File: src/design/debris_flow_outflow_minimization_defines.svh
// Assertion macros shared by the outflow minimization RTL.
`ifndef DEBRIS_FLOW_OUTFLOW_MINIMIZATION_DEFINES_SVH
`define DEBRIS_FLOW_OUTFLOW_MINIMIZATION_DEFINES_SVH

// Same-cycle implication, sampled on clk, off during reset.
`define DFOM_ASSERT_IMPL(lbl, pre, con) \
    lbl: assert property (@(posedge clk) disable iff (!rst_n) (pre) |-> (con)) \
        else $error("assertion failed");

// Next-cycle implication, sampled on clk, off during reset.
`define DFOM_ASSERT_NEXT(lbl, pre, con) \
    lbl: assert property (@(posedge clk) disable iff (!rst_n) (pre) |=> (con)) \
        else $error("assertion failed");

`endif

File: src/design/dfom_pkg.sv
// ----------------------------------------------------------------------------
// dfom_pkg
// Types and constants of the debris-flow outflow minimization block.
// ----------------------------------------------------------------------------
`timescale 1ns / 1ps
`default_nettype none
package dfom_pkg;

    localparam int DATA_W   = 32;   // Q16.16 fields
    localparam int VAL_W    = 33;   // field plus epsilon
    localparam int SUM_W    = 36;   // base plus up to five values
    localparam int CNT_W    = 3;    // survivor count 0..5
    localparam int DIFF_W   = 36;   // nonnegative difference
    localparam int LO_W     = 20;   // low slice of the difference
    localparam int HI_W     = DIFF_W - LO_W;
    localparam int RATE_W   = 17;
    localparam int EPS_W    = 16;
    localparam int FRAC_W   = 16;
    localparam int PROD_W   = DIFF_W + RATE_W;
    localparam int DVD_W    = PROD_W - FRAC_W;
    localparam int STEP_W   = 6;
    localparam int PASS_W   = 3;
    localparam int MAX_PASSES = 6;
    localparam int IDX_W    = 2;

    localparam logic [RATE_W-1:0] RATE_RESET = 17'd32768;
    localparam logic [EPS_W-1:0]  EPS_RESET  = 16'd66;

    localparam logic [IDX_W-1:0] REG_RATE = 2'd0;
    localparam logic [IDX_W-1:0] REG_EPS  = 2'd1;

    typedef enum logic [2:0] {
        ST_IDLE,
        ST_SUM,
        ST_CMP,
        ST_MUL,
        ST_ADD,
        ST_DIV,
        ST_FIN
    } state_t;

    typedef struct packed {
        logic load;
        logic cmp;
        logic mul;
        logic add;
        logic div;
    } lane_ctl_t;

endpackage
`default_nettype wire

File: src/design/dfom_lane.sv
// ----------------------------------------------------------------------------
// dfom_lane
// One neighbor: elimination test, outflow product and bit-serial divide.
// ----------------------------------------------------------------------------
`timescale 1ns / 1ps
`default_nettype none
`include "debris_flow_outflow_minimization_defines.svh"
module dfom_lane
    import dfom_pkg::*;
(
    input  wire logic                     clk,
    input  wire logic                     rst_n,
    input  wire lane_ctl_t                ctl,
    input  wire logic signed [DATA_W-1:0] total,
    input  wire logic signed [SUM_W-1:0]  sum,
    input  wire logic [CNT_W-1:0]         cnt,
    input  wire logic [RATE_W-1:0]        rate,
    output logic signed [VAL_W-1:0]       val,
    output logic                          gone,
    output logic                          newly,
    output logic signed [DATA_W-1:0]      outflow
);

    logic signed [VAL_W-1:0]    val_reg;
    logic                       gone_reg;
    logic [LO_W+RATE_W-1:0]     pl_reg;
    logic [HI_W+RATE_W-1:0]     ph_reg;
    logic [DVD_W-1:0]           q_reg;
    logic [CNT_W-1:0]           rem_reg;

    logic signed [SUM_W:0]      scaled;
    logic signed [SUM_W:0]      diff_s;
    logic [DIFF_W-1:0]          diff;
    logic [PROD_W-1:0]          prod;
    logic [CNT_W:0]             trial;

    always_comb
    begin
        scaled = SUM_W'(val_reg) * $signed({1'b0, cnt});
        diff_s = (SUM_W+1)'(sum) - scaled;
        if (gone_reg || diff_s < 0)
            diff = '0;
        else
            diff = diff_s[DIFF_W-1:0];
        newly = !gone_reg && ((SUM_W+1)'(sum) <= scaled);
        prod  = ({(PROD_W-HI_W-RATE_W)'(0), ph_reg} << LO_W)
              + PROD_W'(pl_reg);
        trial = {rem_reg, q_reg[DVD_W-1]};
    end

    always_ff @(posedge clk or negedge rst_n)
    begin
        if (!rst_n)
        begin
            gone_reg <= 1'b0;
        end
        else if (ctl.load)
        begin
            gone_reg <= 1'b0;
        end
        else if (ctl.cmp && newly)
        begin
            gone_reg <= 1'b1;
        end
    end

    always_ff @(posedge clk)
    begin
        if (ctl.load)
            val_reg <= VAL_W'(total);
        if (ctl.mul)
        begin
            pl_reg <= diff[LO_W-1:0] * rate;
            ph_reg <= diff[DIFF_W-1:LO_W] * rate;
        end
        if (ctl.add)
        begin
            q_reg   <= prod[PROD_W-1:FRAC_W];
            rem_reg <= '0;
        end
        else if (ctl.div)
        begin
            // restoring divide by the survivor count, one quotient bit a step
            if (trial >= {1'b0, cnt})
            begin
                rem_reg <= CNT_W'(trial - {1'b0, cnt});
                q_reg   <= {q_reg[DVD_W-2:0], 1'b1};
            end
            else
            begin
                rem_reg <= trial[CNT_W-1:0];
                q_reg   <= {q_reg[DVD_W-2:0], 1'b0};
            end
        end
    end

    assign val  = val_reg;
    assign gone = gone_reg;

    always_comb
    begin
        if (gone_reg)
            outflow = '0;
        else if (q_reg > DVD_W'(32'h7FFF_FFFF))
            outflow = 32'sh7FFF_FFFF;
        else
            outflow = q_reg[DATA_W-1:0];
    end

    `DFOM_ASSERT_NEXT(a_gone_sticky, gone_reg && !ctl.load, gone_reg)

endmodule
`default_nettype wire

File: config.mk
export PLATFORM = sky130hd
export DESIGN_NAME = dfom_lane
export DESIGN_NICKNAME = d
export VERILOG_FILES = /design/src/design/dfom_pkg.sv /design/src/design/dfom_lane.sv
export VERILOG_INCLUDE_DIRS = /design/src /design/src/design
export SDC_FILE = /design/constraint.sdc
export NUM_CORES = 2
export LEC_CHECK = 0
export ABC_CLOCK_PERIOD_IN_PS = 14200
export BUFFER_PORTS_ARGS = -buffer_cell sky130_fd_sc_hd__buf_2
export CAP_MARGIN = 20
export CORE_MARGIN = 1.5
export CORE_UTILIZATION = 38
export DETAILED_ROUTE_END_ITERATION = 7
export GPL_ROUTABILITY_DRIVEN = 0
export PLACE_DENSITY_LB_ADDON = 0.2
export SYNTH_ARGS = -nofsm -noshare
export SYNTH_HDL_FRONTEND = slang
export SYNTH_SLANG_ARGS = --single-unit
File: constraint.sdc
create_clock -name clk -period 14.2 [get_ports clk]
set_clock_uncertainty 0.05 [all_clocks]
set_input_delay 2.84 -clock clk [delete_from_list [all_inputs] [get_ports clk]]
set_output_delay 2.84 -clock clk [all_outputs]
set_load 0.03 [all_outputs]
== Word level (Yosys, flattened, before mapping) ==
Cells that the tools add are included.
Widths: inputs -> output; s select.
Word-level totals
  bits in registers: 143
  output and inout port bits: 67
Operators by class
  add/subtract/negate cells: 3
  multipliers: 3
  magnitude comparators: 4
  mux-type cells: 9
  reduce and logical (&&, ||, !) cells: 6
Operators by type and width (count)
  $mux 37: 2
  $mux 32: 2
  $add 53x37->53: 1
  $gt 37x31->1 const B: 1
  $lt 37x1->1 const B: 1
  $mul 20x17->37: 1
  $sub 36x36->37: 1
  $le 36x36->1: 1
  $mul 32x4->36: 1
  $mux 36: 1
  $mul 16x17->33: 1
  $ge 4x3->1: 1
  $reduce_bool 2->1: 2
  $mux 1: 3
  $mux 3: 1
  $sub 3x3->3: 1
  $logic_and 1x1->1: 2
  $logic_not 1->1: 1
  $logic_or 1x1->1: 1

== Logic depth before layout (Yosys ltp) ==
  word-level depth: 6
  mapped depth: 54
  gate-level depth less buffers: 48

== Worst setup path before layout ==
No wires, ideal clock.
  kind: in2reg
  start point: input cnt[2]
  end point: register ph_reg[30], data pin
  setup time: 0.266 ns
  arrival: 13.922 ns
  required time: 13.884 ns
  setup slack: -0.037 ns
  stages: 49
  path through: clkbuf_1 -> and2_1 -> ha_1 -> ha_1 -> ha_1 -> fa_1 -> a211oi_1 -> o21ai_1 -> a21oi_2 -> a31oi_2 -> a2111oi_1 -> nor2_1 -> o41a_1 -> a21oi_1 -> xor2_1 -> ha_1 -> clkbuf_1 -> nand2_1 -> (+13 left out) -> fa_1 -> fa_1 -> inv_1 -> fa_1 -> inv_1 -> fa_1 -> inv_1 -> ha_1 -> a21o_1 -> a21o_1 -> a2111oi_0 -> o31ai_1 -> a31oi_1 -> o21a_1 -> nor2_1 -> a2111oi_0 -> nor3_1 -> xor2_1
On the way
  cells in the longest elaborated chain, start to end: 6
Ends and longest elaborated chain
  from (decl): RTL line dfom_lane.sv:16  | input wire logic [CNT_W-1:0] cnt,
  $mul 32x4->36 (*): RTL line dfom_lane.sv:39  | scaled = SUM_W'(val_reg) * $signed({1'b0, cnt});
  $sub 36x36->37 (*): RTL line dfom_lane.sv:40  | diff_s = (SUM_W+1)'(sum) - scaled;
  $lt 37x1->1: RTL line dfom_lane.sv:41  | if (gone_reg || diff_s < 0)
  $logic_or 1x1->1: RTL line dfom_lane.sv:41
  $mux 36 (*): RTL line dfom_lane.sv:41
  $mul 16x17->33 (*): RTL line dfom_lane.sv:74  | ph_reg <= diff[DIFF_W-1:LO_W] * rate;
  to (signal assigned): RTL line dfom_lane.sv:74
  to (decl): RTL line dfom_lane.sv:27  | logic [HI_W+RATE_W-1:0] ph_reg;
Mark *: on every way between the ends. The rest lies on a longest branch, timed or not.
A chain may end at the register's enable or synchronous reset.

== Worst setup path in the final report ==
  start point: input cnt[2]
  end point: register pl_reg[35], data pin
On the way
  cells in the longest elaborated chain, start to end: 6
Ends and longest elaborated chain
  $mul 32x4->36 (*): RTL line dfom_lane.sv:39
  $sub 36x36->37 (*): RTL line dfom_lane.sv:40
  $lt 37x1->1: RTL line dfom_lane.sv:41
  $logic_or 1x1->1: RTL line dfom_lane.sv:41
  $mux 36 (*): RTL line dfom_lane.sv:41
  $mul 20x17->37 (*): RTL line dfom_lane.sv:73  | pl_reg <= diff[LO_W-1:0] * rate;
  to (signal assigned): RTL line dfom_lane.sv:73
  to (decl): RTL line dfom_lane.sv:26  | logic [LO_W+RATE_W-1:0] pl_reg;
Marked as above.

==> results.py <==
metrics = {
    "grt": {
        "grt_max_degree": 55,
        "grt_overflow_total": 0,
        "grt_usage_pct": 22.1,
        "grt_pass1_wl_um": 139000,
        "antenna_found_initial": 7,
        "first_global_vias": 24807,
    },
    "placed_design": {
        "numPortBuffers": 160,
        "dp_cells": 4906,
        "dp_hpwl_um": 76900,
    },
    "synth": {
        "synth_top_area_share_pct": 33.3,
        "yosys.area.top_type": "fa_1",
        "postSynth.asyncResetShare_pct": 0.787,
        "yosys_warnings": 0,
        "synth_area_per_cell_um2": 8.81,
        "ys_seq_area_share_pct": 12.3,
        "netlist_instances": 3476,
        "synthTopCellsByArea": "fa_1, ha_1, edfxtp_1, inv_1, nand2_1",
        "synthesis.area_um2": 30600,
        "ys_types": 84,
        "ys_seq_elements": 127,
        "syn_nets": 4420,
        "ys.flop_type": "edfxtp_1",
        "synth_edf_count": 123,
    },
    "floorplanning": {
        "placementRows": 103,
        "dieHeight_um": 287,
        "dieArea_um2": 82300,
        "dieWidth_um": 287,
        "coreArea_um2": 79400,
        "io_pins": 162,
        "initial_utilization_pct": 38.6,
    },
    "routing": {
        "ant_nets": 0,
        "vias_per_cell": 4.95,
        "wirelength_um": 89300,
        "drc": 0,
        "wl_per_cell_um": 18.1,
        "drt_iter0_markers": 1354,
        "vias": 24465,
        "firstDrtPassIters": 5,
    },
    "final_layout": {
        "area_growth_pct": 16.9,
        "largest_register_ffs": 37,
        "n_antenna_cell": 0,
        "most-common-layout-cells": "inv_1, fa_1, nand2_1, nor2_1, buf_4",
        "fillers": 8002,
        "final_layout_size_suffix_gt1_share_pct": 16.1,
        "nNetsFinal": 4823,
        "multi_input_area_um2": 23900,
        "layout.cells.non_filler": 4942,
        "final_common_cell": "inv_1",
        "seq_area_um2": 3780,
        "fin_util_pct": 45.1,
    },
    "clocking": {
        "cts.sinks": 127,
        "cts_tree": "done",
        "cts_root_buf": "clkbuf_16",
        "clkLatencyLatePin_ps": 510,
        "cts_buffers": 17,
        "holdBufCountCts": 0,
        "clock_path_buffers": 2,
        "clkTransAtPathRegs_ps": 70,
        "htreeDepth": 4,
    },
    "run_status": {
        "outcome": "complete, no violations",
    },
    "critical_path": {
        "worstSetupStartpointType": "input pin",
        "path_delay_family": "adder cells",
        "worstSetupEndpointType": "register",
        "crit_top_cell": "fa_1",
        "critical-path-max-stage-delay_ps": 560,
        "path_class": "in2reg",
        "reg2reg_to": "pl_reg[35]$_DFFE_PP_",
        "crit_path_top_delay_cell": "fa_1",
        "crit_buf_inv": 9,
        "reg2reg_slack_ps": 2500,
        "r2r_cells": 43,
        "rr_startpoint": "val[0]$_DFFE_PP_",
        "worstPathArrival_ps": 13890,
        "crit_fanout": 17,
        "worst_ep_required_time_ps": 14400,
    },
    "sta": {
        "finalCriticalPeriod_ps": 13690,
        "drv_slew": 0,
        "slew_headroom_pct": 22.0,
        "whs_ps": 454,
        "post-route-period-util_pct": 96.4,
        "finalSetupViolations": 0,
        "worstMarginPinSlew_ps": 1160,
        "finalHoldViolations": 0,
        "max_freq_ghz": 0.0730,
    },
    "min_path": {
        "hold_end": "rem_reg[2]$_SDFFE_PP0P_",
        "holdPathStages": 2,
        "worstHoldStart": "rem_reg[2]$_SDFFE_PP0P_",
        "hp-class": "reg2reg",
    },
    "run": {
        "cap_violations": 0,
    },
}
[cell type report]
type,instances,share of cell area [%]
clock inverter,15,0.416
tap,1050,3.67
multi-input combinational,2547,66.8
inverter,666,6.98
sequential,127,10.6
clock buffer,17,1.19
timing repair buffer,520,10.4
[worst max-delay path by stage]
| stage | from | slack [ps] | to | cells after the start |
|---|---|---|---|---|
| final | cnt[2] | 510 | pl_reg[35]$_DFFE_PP_ | 44 |
| after global routing | cnt[1] | -5 | ph_reg[31]$_DFFE_PP_ | 56 |
| after CTS | cnt[2] | 130 | ph_reg[30]$_DFFE_PP_ | 44 |
| after detailed placement | cnt[2] | -380 | ph_reg[30]$_DFFE_PP_ | 44 |
| after global placement | cnt[2] | -300 | ph_reg[30]$_DFFE_PP_ | 44 |
| after floorplan | cnt[2] | 10 | ph_reg[30]$_DFFE_PP_ | 49 |
[per-stage QoR]
stage | setup slack [ps] | TNS, ps | area (µm²)
after floorplan | 10.5 | 0 | 30600
after global placement | -298 | -2010 | 35000
after detailed placement | -384 | -2670 | 35000
after CTS | 125 | 0 | 35600
after global routing | -4.77 | -4.77 | 35800
final | 507 | 0 | 35800
[routing by layer]
layer  routed length, µm  vias to the layer above  global-route usage (%)
li1                    -                    11689                       -
met1               40100                    11958                    30.1
met2               40700                      681                    35.4
met3                6110                      123                    4.56
met4                2310                       14                    6.37
met5                  89                        -                       0
[worst register-to-register path: cells and delay by family, from the launching register on]
kind,cells,cell delay [ps]
AND/OR/NAND/NOR,7,1120
AO/OA/AOI/OAI,14,3400
XOR/XNOR,2,430
buffers and inverters,8,1080
adder cells (fa/ha/maj),12,4940
flip-flops,1,450
[timing repair]
action | 4_1_cts | 5_1_grt
setup buffers | 0 | 2
resized for setup | 0 | 40
setup endpoints to repair | 0 | 26
[cells in the mapped netlist, types with 65 or more instances]
| master | n |
|---|---|
| a21o_1 | 74 |
| a21oi_1 | 132 |
| and2_1 | 123 |
| clkbuf_1 | 70 |
| edfxtp_1 | 123 |
| fa_1 | 510 |
| ha_1 | 339 |
| inv_1 | 666 |
| nand2_1 | 431 |
| nor2_1 | 365 |
| xnor2_1 | 82 |
| xor2_1 | 65 |
[cells by family (layout without fill, tap and decap cells)]
kind of cell               count (synthesis)  count (layout)  synth area share, %
adders and majority gates                849             849                 47.2
and+or+nand+nor                         1107            1107                 16.0
DFF                                      127             127                 12.3
buffers and inverters                    802            1218                 10.2
other                                      1               1               0.0122
xor gates and xnor gates                 150             150                 4.36
AOI/OAI and AO/OA                        409             409                 8.84
muxes                                     31              31                 1.09
Power is left out: the tool's default activity adds up to more than one toggle a clock period on the data nets, which glitch-free logic cannot reach.
